--- src/design/sht_pkg.sv ---
// sht_pkg: shared types and constants for the score hysteresis trigger.
// No dependencies; imported by every module of the block.
`timescale 1ns / 1ps
`default_nettype none

package sht_pkg;

  localparam int TimeBits   = 32;
  localparam int CfgIdxBits = 3;
  localparam int CfgBits    = 16;

  localparam logic [CfgIdxBits-1:0] RegHighThr  = 3'd0;
  localparam logic [CfgIdxBits-1:0] RegLowThr   = 3'd1;
  localparam logic [CfgIdxBits-1:0] RegHighHold = 3'd2;
  localparam logic [CfgIdxBits-1:0] RegLowHold  = 3'd3;
  localparam logic [CfgIdxBits-1:0] RegCooldown = 3'd4;

  localparam logic signed [15:0] HighThrReset = 16'sd3277;
  localparam logic signed [15:0] LowThrReset  = 16'sd819;

  typedef struct packed {
    logic signed [15:0] score;
    logic [31:0]        time_ms;
  } in_item_t;

  typedef struct packed {
    logic fire;
    logic is_active;
  } out_item_t;

  typedef struct packed {
    logic signed [15:0] hi_level;
    logic signed [15:0] lo_level;
    logic [15:0]        hi_hold;
    logic [15:0]        lo_hold;
    logic [15:0]        refire_gap;
  } cfg_t;

  typedef struct packed {
    logic [TimeBits-1:0] high_start;
    logic [TimeBits-1:0] low_start;
    logic [TimeBits-1:0] last_fire;
    logic                active;
  } trig_state_t;

endpackage

`default_nettype wire

--- src/design/sht_cfg.sv ---
// sht_cfg: configuration register file (thresholds, hold times, cooldown).
// Depends on sht_pkg.
`timescale 1ns / 1ps
`default_nettype none

module sht_cfg (
  input  wire logic                           clk_i,
  input  wire logic                           rst_ni,
  input  wire logic                           cfg_we_i,
  input  wire logic [sht_pkg::CfgIdxBits-1:0] cfg_addr_i,
  input  wire logic [sht_pkg::CfgBits-1:0]    cfg_wdata_i,
  output sht_pkg::cfg_t                       cfg_o
);
  import sht_pkg::*;

  cfg_t cfg_q, cfg_d;

  always_comb begin
    cfg_d = cfg_q;
    if (cfg_we_i) begin
      case (cfg_addr_i)
        RegHighThr:  cfg_d.hi_level   = cfg_wdata_i;
        RegLowThr:   cfg_d.lo_level   = cfg_wdata_i;
        RegHighHold: cfg_d.hi_hold    = cfg_wdata_i;
        RegLowHold:  cfg_d.lo_hold    = cfg_wdata_i;
        RegCooldown: cfg_d.refire_gap = cfg_wdata_i;
        default:     cfg_d = cfg_q;  // unmapped index: write dropped
      endcase
    end
  end

  always_ff @(posedge clk_i or negedge rst_ni) begin
    if (!rst_ni) begin
      cfg_q.hi_level   <= HighThrReset;
      cfg_q.lo_level   <= LowThrReset;
      cfg_q.hi_hold    <= '0;
      cfg_q.lo_hold    <= '0;
      cfg_q.refire_gap <= '0;
    end else begin
      cfg_q <= cfg_d;
    end
  end

  assign cfg_o = cfg_q;

endmodule

`default_nettype wire

--- src/design/sht_core.sv ---
// sht_core: combinational trigger update for one beat: next state and result.
// Depends on sht_pkg.
`timescale 1ns / 1ps
`default_nettype none

module sht_core (
  input  wire sht_pkg::cfg_t        cfg_i,
  input  wire sht_pkg::trig_state_t state_i,
  input  wire sht_pkg::in_item_t    item_i,
  output sht_pkg::trig_state_t      state_o,
  output sht_pkg::out_item_t        res_o
);
  import sht_pkg::*;

  logic [TimeBits-1:0] now;
  logic [TimeBits-1:0] high_mark;
  logic [TimeBits-1:0] low_mark;
  logic [TimeBits-1:0] high_elapsed;
  logic [TimeBits-1:0] low_elapsed;
  logic [TimeBits-1:0] fire_elapsed;
  logic                is_high;
  logic                is_low;
  logic                activate;
  logic                cool_ok;

  assign now = TimeBits'(item_i.time_ms);

  // high wins when the thresholds overlap
  assign is_high = item_i.score >= cfg_i.hi_level;
  assign is_low  = !is_high && (item_i.score <= cfg_i.lo_level);

  // a zero mark means unset; it is taken from the current time
  assign high_mark = (state_i.high_start == '0) ? now : state_i.high_start;
  assign low_mark  = (state_i.low_start == '0) ? now : state_i.low_start;

  assign high_elapsed = now - high_mark;
  assign low_elapsed  = now - low_mark;
  assign fire_elapsed = now - state_i.last_fire;

  assign activate = is_high && !state_i.active &&
                    (high_elapsed >= TimeBits'(cfg_i.hi_hold));
  assign cool_ok  = fire_elapsed >= TimeBits'(cfg_i.refire_gap);

  always_comb begin
    state_o = state_i;
    if (is_high) begin
      state_o.high_start = high_mark;
      state_o.low_start  = '0;
      if (activate) begin
        state_o.active = 1'b1;
        if (cool_ok) begin
          state_o.last_fire = now;
        end
      end
    end else if (is_low) begin
      state_o.low_start  = low_mark;
      state_o.high_start = '0;
      if (state_i.active && (low_elapsed >= TimeBits'(cfg_i.lo_hold))) begin
        state_o.active = 1'b0;
      end
    end
  end

  assign res_o.fire      = activate && cool_ok;
  assign res_o.is_active = state_o.active;

endmodule

`default_nettype wire

--- src/design/score_hysteresis_trigger.sv ---
// score_hysteresis_trigger: hysteresis trigger channel with hold and cooldown.
// Stages: input register, then result register; the state update is combinational.
// Throughput: one beat per cycle while the output is not stalled.
// Reset (async, active low): stages empty, time marks and last firing time zero,
// channel inactive, registers at their reset values.
// Depends on sht_pkg, sht_cfg, sht_core.
`timescale 1ns / 1ps
`default_nettype none

module score_hysteresis_trigger (
  input  wire logic                           clk_i,
  input  wire logic                           rst_ni,
  input  wire logic                           cfg_we_i,
  input  wire logic [sht_pkg::CfgIdxBits-1:0] cfg_addr_i,
  input  wire logic [sht_pkg::CfgBits-1:0]    cfg_wdata_i,
  input  wire logic                           in_valid_i,
  output logic                                in_ready_o,
  input  wire sht_pkg::in_item_t              in_i,
  output logic                                out_valid_o,
  input  wire logic                           out_ready_i,
  output sht_pkg::out_item_t                  out_o
);
  import sht_pkg::*;

  cfg_t        cfg;
  trig_state_t state_q, state_d;
  in_item_t    item_q;
  logic        item_valid_q;
  out_item_t   res_d, res_q;
  logic        res_valid_q;
  logic        advance;

  sht_cfg u_cfg (
    .clk_i       (clk_i),
    .rst_ni      (rst_ni),
    .cfg_we_i    (cfg_we_i),
    .cfg_addr_i  (cfg_addr_i),
    .cfg_wdata_i (cfg_wdata_i),
    .cfg_o       (cfg)
  );

  sht_core u_core (
    .cfg_i   (cfg),
    .state_i (state_q),
    .item_i  (item_q),
    .state_o (state_d),
    .res_o   (res_d)
  );

  // the held beat moves to the result register when that one is free
  assign advance    = item_valid_q && (!res_valid_q || out_ready_i);
  assign in_ready_o = !item_valid_q || advance;

  always_ff @(posedge clk_i or negedge rst_ni) begin
    if (!rst_ni) begin
      item_valid_q <= 1'b0;
      res_valid_q  <= 1'b0;
      state_q      <= '0;
    end else begin
      if (in_ready_o) begin
        item_valid_q <= in_valid_i;
      end
      if (advance) begin
        res_valid_q <= 1'b1;
        state_q     <= state_d;
      end else if (out_ready_i) begin
        res_valid_q <= 1'b0;
      end
    end
  end

  always_ff @(posedge clk_i) begin
    if (in_valid_i && in_ready_o) begin
      item_q <= in_i;
    end
    if (advance) begin
      res_q <= res_d;
    end
  end

  assign out_valid_o = res_valid_q;
  assign out_o       = res_q;

  // a fire beat always reports the channel active
  a_fire_active: assert property (@(posedge clk_i) disable iff (!rst_ni)
    out_valid_o && out_o.fire |-> out_o.is_active)
    else $error("fire without active flag");

  // firing only happens on activation from the inactive state
  a_fire_from_idle: assert property (@(posedge clk_i) disable iff (!rst_ni)
    advance && res_d.fire |-> !state_q.active)
    else $error("fire while already active");

  // trigger state only moves when a beat is processed
  a_state_hold: assert property (@(posedge clk_i) disable iff (!rst_ni)
    !advance |=> $stable(state_q))
    else $error("state changed without a beat");

  // taking a beat while the input stage is full requires it to drain
  a_no_overwrite: assert property (@(posedge clk_i) disable iff (!rst_ni)
    in_valid_i && in_ready_o && item_valid_q |-> advance)
    else $error("input stage overwritten");

endmodule

`default_nettype wire
--- config.mk ---
export PLATFORM = sky130hd
export DESIGN_NAME = score_hysteresis_trigger
export DESIGN_NICKNAME = d
export VERILOG_FILES = /design/src/design/sht_pkg.sv /design/src/design/sht_cfg.sv /design/src/design/sht_core.sv /design/src/design/score_hysteresis_trigger.sv
export SDC_FILE = /design/constraint.sdc
export NUM_CORES = 1
export LEC_CHECK = 0
export ABC_CLOCK_PERIOD_IN_PS = 6200
export CORE_MARGIN = 2
export CORE_UTILIZATION = 55
export CTS_BUF_LIST = sky130_fd_sc_hd__clkbuf_4 sky130_fd_sc_hd__clkbuf_8
export DETAILED_ROUTE_END_ITERATION = 6
export DONT_BUFFER_PORTS = 1
export PLACE_DENSITY_LB_ADDON = 0.3
export SLEW_MARGIN = 20
export SYNTH_ARGS = -nofsm -noshare
export SYNTH_HDL_FRONTEND = slang
export SYNTH_SLANG_ARGS = --single-unit
--- constraint.sdc ---
create_clock -name clk_i -period 6.2 [get_ports clk_i]
set_input_delay 0.31 -clock clk_i [delete_from_list [all_inputs] [get_ports clk_i]]
set_output_delay 0.31 -clock clk_i [all_outputs]
set_load 0.1 [all_outputs]
### Word-level counts from Yosys, hierarchy flattened

Cells that the tools add are included.

* $lt $le $gt $ge: 5
* reduce and logical (&&, ||, !) cells: 25
* equality and inequality tests: 4
* muxes and demuxes: 10
* $add $sub $neg: 3

Operators by type and width (number)
* $mux W64: 2
* $ge A32 B16 Y1: 3
* $sub A32 B32 Y32: 3
* $logic_not A32 Y1: 2
* $mux W32: 2
* $ge A16 B16 Y1: 1
* $le A16 B16 Y1: 1
* $reduce_and A2 Y1: 6
* $logic_and A1 B1 Y1: 7
* $eq A3 B2 Y1 const B: 2
* $mux W1: 6
* $logic_not A1 Y1: 4
* $reduce_and A4 Y1: 1
* $reduce_bool A2 Y1: 2
* $eq A3 B1 Y1 const B: 1
* $eq A3 B3 Y1 const B: 1
* $logic_not A3 Y1: 1
* $logic_or A1 B1 Y1: 2

* output and inout bits: 4
* flip-flop bits (word level): 229
* word-level logic and storage cells: 62
* input port bits: 72

### Logic depth before layout (Yosys ltp)

* depth after elaboration: 8
* gate-level depth with buffers: 26
* mapped depth without buffers: 25

### By module

From an unflattened synthesis, not the netlist that was laid out.

* cells, all modules: 1860
* area total of the unflattened synthesis: 17839.6 µm²

By module, submodules not included
* sht_core: seq. area each 0.0 µm², cells each 1424, instances 1, area an instance 9506.6 µm²
* score_hysteresis_trigger: seq. area each 3978.8 µm², cells each 263, instances 1, area an instance 5266.3 µm²
* sht_cfg: seq. area each 2018.2 µm², cells each 173, instances 1, area an instance 3066.7 µm²

### Worst setup path after synthesis

Ideal clock, no wire load.

* path type: reg2reg
* start: register state_q[71] (netlist bit)
* end: register state_q[10] (netlist bit)
* cell stages (with the launch flop): 23
* slack: 0.816 ns
* data required time: 6.075 ns
* clock period less this slack: 5.384 ns
* path buffers: 2
* arrival time: 5.260 ns
* setup time: 0.125 ns
* cell sequence: dfrtp_1 > nor4_1 > nand4_1 > nor2_1 > clkbuf_1 > a21oi_1 > ha_1 > nor2b_1 > o31a_1 > o211a_1 > or2_2 > xor2_1 > ha_1 > a211oi_1 > o21ai_0 > o31a_1 > a2111oi_0 > o2111ai_1 > nor4_1 > nand4_1 > nand3_2 > buf_4 > mux2_2

* word-level cells in the longest chain between the ends: 6

Ends and longest elaborated chain
* from (decl): line score_hysteresis_trigger.sv:26 `trig_state_t state_q, state_d;`
* from (signal assigned): line score_hysteresis_trigger.sv:65 `state_q <= state_d;`
* $logic_not A32 Y1: line sht_core.sv:33 `assign high_mark = (state_i.high_start == '0) ? now : state_i.high_start;`
* $mux W32 (*): line sht_core.sv:33
* $sub A32 B32 Y32 (*): line sht_core.sv:36 `assign high_elapsed = now - high_mark;`
* $ge A32 B16 Y1 (*): line sht_core.sv:41 `(high_elapsed >= TimeBits'(cfg_i.hi_hold));`
* $logic_and A1 B1 Y1 (*): line sht_core.sv:40 `assign activate = is_high && !state_i.active &&`
* $reduce_and A4 Y1 (no line) (*)

Mark *: on every way between the ends. The rest lies on a longest branch, timed or not.
A chain may end at the register's enable or synchronous reset.

==> results by group <==
Synthesis
  – XOR/XNOR share of the synthesized area: 2.853%
  – #FFs+latches synth: 229
  – Most common cell in the netlist: nand2_1
  – Sequential fraction of the synthesis area: 36.86%
  – Synth unique cells: 79
  – Most used DFF post-synth: dfrtp_1
  – Compound-Gate Fraction of Synth Area: 22.75%
  – Area leader, netlist: dfrtp_1
  – Synth top area share: 25.53%
  – Yosys warns: 0
  – Post-Syn Area: 0.01627 mm2
  – Async SR Flop Fraction: 78.17%
  – Simple-gate share of the synthesized area: 14.41%
  – Main combinational cell family by area after synthesis: compound AO/OA/AOI/OAI gates
  – Synth top area cells: dfrtp_1, ha_1, edfxtp_1, a21oi_1, nand2_1
  – Mean Syn Cell Area: 9.015 um2
  – Cell count after synthesis: 1805
  – Syn_nets: 2053
  – Commonest cells in the netlist: nand2_1, a21oi_1, ha_1
  – Adder-cell share of the synthesized area: 13.67%
  – Mux share of post-synthesis cell area: 4.614%
  – Number of enable flip-flop cells after synthesis: 50

Global routing
  – First-pass GRT wire length: 72280 um
  – Grt ovf: 0
  – Initial antenna violation count: 2
  – Largest net degree at the start of global routing: 180
  – GRT Total Usage: 29.49%
  – Vias in the first global route: 13.77k

Hold path
  – Hold Path Class: primary input to flop
  – Hold Crit Start: cfg_addr_i[1]

Floorplanning
  – # rows: 62
  – Full die area: 0.03098 mm2
  – Die W: 176.0 um
  – Die Ht: 176.0 um
  – Initial core utilization: 56.24%
  – # IOs: 76
  – Area of the core: 0.02894 mm2

Setup path
  – Critical Path AT: 6.44 ns
  – Crit path largest cell delay: 0.57 ns
  – WS Path Type: flop to flop
  – Most frequent CP cell: a21o_1
  – Worst Path Max Fanout: 5
  – Critical path launch point type: flop
  – Slowest cell on the critical path: or4_4
  – Worst Setup End Kind: flop
  – CP Cell Sequence: nor4_4 -> nand4_1 -> nor2_4 -> buf_4 -> a21oi_1 -> ha_1 -> a21o_1 -> a31oi_1 -> and2_1 -> o21ai_0 -> a21o_1 -> a211oi_1 -> nor2_1 -> ha_1 -> a21o_1 -> a21o_1 -> a21oi_1 -> o221ai_1 -> nor4b_2 -> nand4_1 -> or4_1 -> or4_4 -> a21oi_1
  – R2R Path Start: state_q[58]
  – Worst setup startpoint: state_q[58]
  – Worst Path Required: 6.59 ns

Timing
  – Relative slew slack: 22.57%
  – Min Tclk post-route: 6.045 ns
  – Highest Clock Rate: 165.4 MHz
  – Clk_skew: 0.04307 ns
  – Final Max Slew Viols: 0
  – Tcrit/Tclk final: 97.51%
  – Final setup margin: 0.1546 ns
  – Setup tns final: 0 ns
  – Endpoints failing setup: 0
  – Hold Vio Cnt, Final: 0
  – Worst-Margin Slew: 1.158 ns

Route
  – Via count: 14.25k
  – DRC: 0
  – First drt pass iteration count: 5
  – Total wire length: 46240 um
  – DR iter-0 viols: 1394
  – DR WL/cell: 20.26 um
  – Vias per cell: 6.243
  – Routed Antenna Nets: 0

Cells and area
  – Area growth syn-to-layout: 13.08%
  – Number of fill cells: 2375
  – Post-layout util: 63.59%
  – Nets: 2114
  – Share of layout cells above drive strength 1: 11.12%

Placement
  – Routability cong.: 0.9759
  – Post-DP HPWL: 34110 um
  – PortBufs: 0
  – Pre-CTS WS: -0.01643 ns

Job
  – # Max-Cap Violations: 0

CTS
  – Clk_lat worst skew: 0.56 ns
  – Root Driver: clkbuf_8
  – Clock transition at path regs: 0.06 ns
  – Clock Tree Buf Depth: 3
  – H-tree lvl count: 2
  – Number of CTS-inserted buffers: 40
  – CTS tree: yes
  – Clk sink count: 229

Run status
  – Outcome: completed
==> layer usage <==
metal | GRT usage, % | routed length, um
met1 | 40.94 | 20440
met2 | 48.26 | 21460
met3 | 3.962 | 3067
met4 | 9.091 | 1267
met5 | 0 | 0
==> flip-flops by register name, indices dropped and copies added (netlist names) <==
signal        flops
state_q          97
u_cfg.cfg_o      80
item_q           48
out_o             2
item_valid_q      1
out_valid_o       1
==> final timing paths <==
check | end | slack, ns | cells past startpoint
setup reg to reg | out_o[0] | 0.15 | 23
hold / removal | u_cfg.cfg_o[70] | 0.17 | 4
max in group asynchronous | state_q[25] | 5.04 | 2
hold reg to reg | state_q[20] | 0.50 | 1
min in group asynchronous | out_valid_o | 0.41 | 2
setup / recovery | out_o[0] | 0.15 | 23
==> cells in the final DEF (no fill, tap or decap), types with 34 or more instances in the layout <==
| master | count |
|---|---|
| nand2_1 | 201 |
| a21oi_1 | 183 |
| ha_1 | 172 |
| dfrtp_1 | 165 |
| inv_1 | 135 |
| o21ai_0 | 133 |
| nor2_1 | 84 |
| dlygate4sd3_1 | 67 |
| mux2_2 | 56 |
| edfxtp_1 | 50 |
| clkbuf_8 | 48 |
| nand4_1 | 45 |
| o22ai_1 | 36 |
| a21o_1 | 34 |
==> layout make-up <==
class | count | area, um2 | share of cell area, %
Antenna cell | 1 | 2.502 | 0.01360
Clock buffer | 65 | 788.3 | 4.284
Clock inverter | 8 | 81.33 | 0.4420
Inverter | 135 | 506.7 | 2.754
Multi-Input combinational cell | 1369 | 9629 | 52.33
Sequential cell | 229 | 5998 | 32.60
Tap cell | 384 | 480.5 | 2.611
Timing Repair Buffer | 91 | 913.4 | 4.964
==> critical path: cells and delay by family (launching register included) <==
family          cells  cell delay (ns)
simple gates        9             2.62
compound gates     11             2.01
buf+inv             1             0.16
flops               1             0.42
fa+ha+maj           2             0.66
==> logic make-up (layout without fill, tap and decap cells) <==
group                      count (synthesis)  in the layout
xor gates and xnor gates                  53             53
adders and majority gates                176            176
AOI/OAI and AO/OA                        585            585
muxes                                     68             68
DFF                                      229            229
and+or+nand+nor                          487            487
buffers and inverters                    207            299
other                                      0              1
==> through the flow <==
step                cell area, um2  hold slack (ns)  cells
floorplan                    16270          0.01441   1805
global placement             16650          0.01745   2135
detailed placement           16660          0.01882   2135
CTS                          18240           0.1385   2277
global route                 18400           0.1954   2282
finish                       18400           0.1668   2282
==> timing repair <==
action,4_1_cts,5_1_grt
hold buffers,68,0
endpoints found under the setup margin,32,35
pin swaps,1,11
resized for setup,1,23
hold endpoints to repair,309,0
buffers inserted,1,3
cloned,0,1
Power is left out: the tool's default activity adds up to more than one toggle a clock period on the data nets, which glitch-free logic cannot reach.
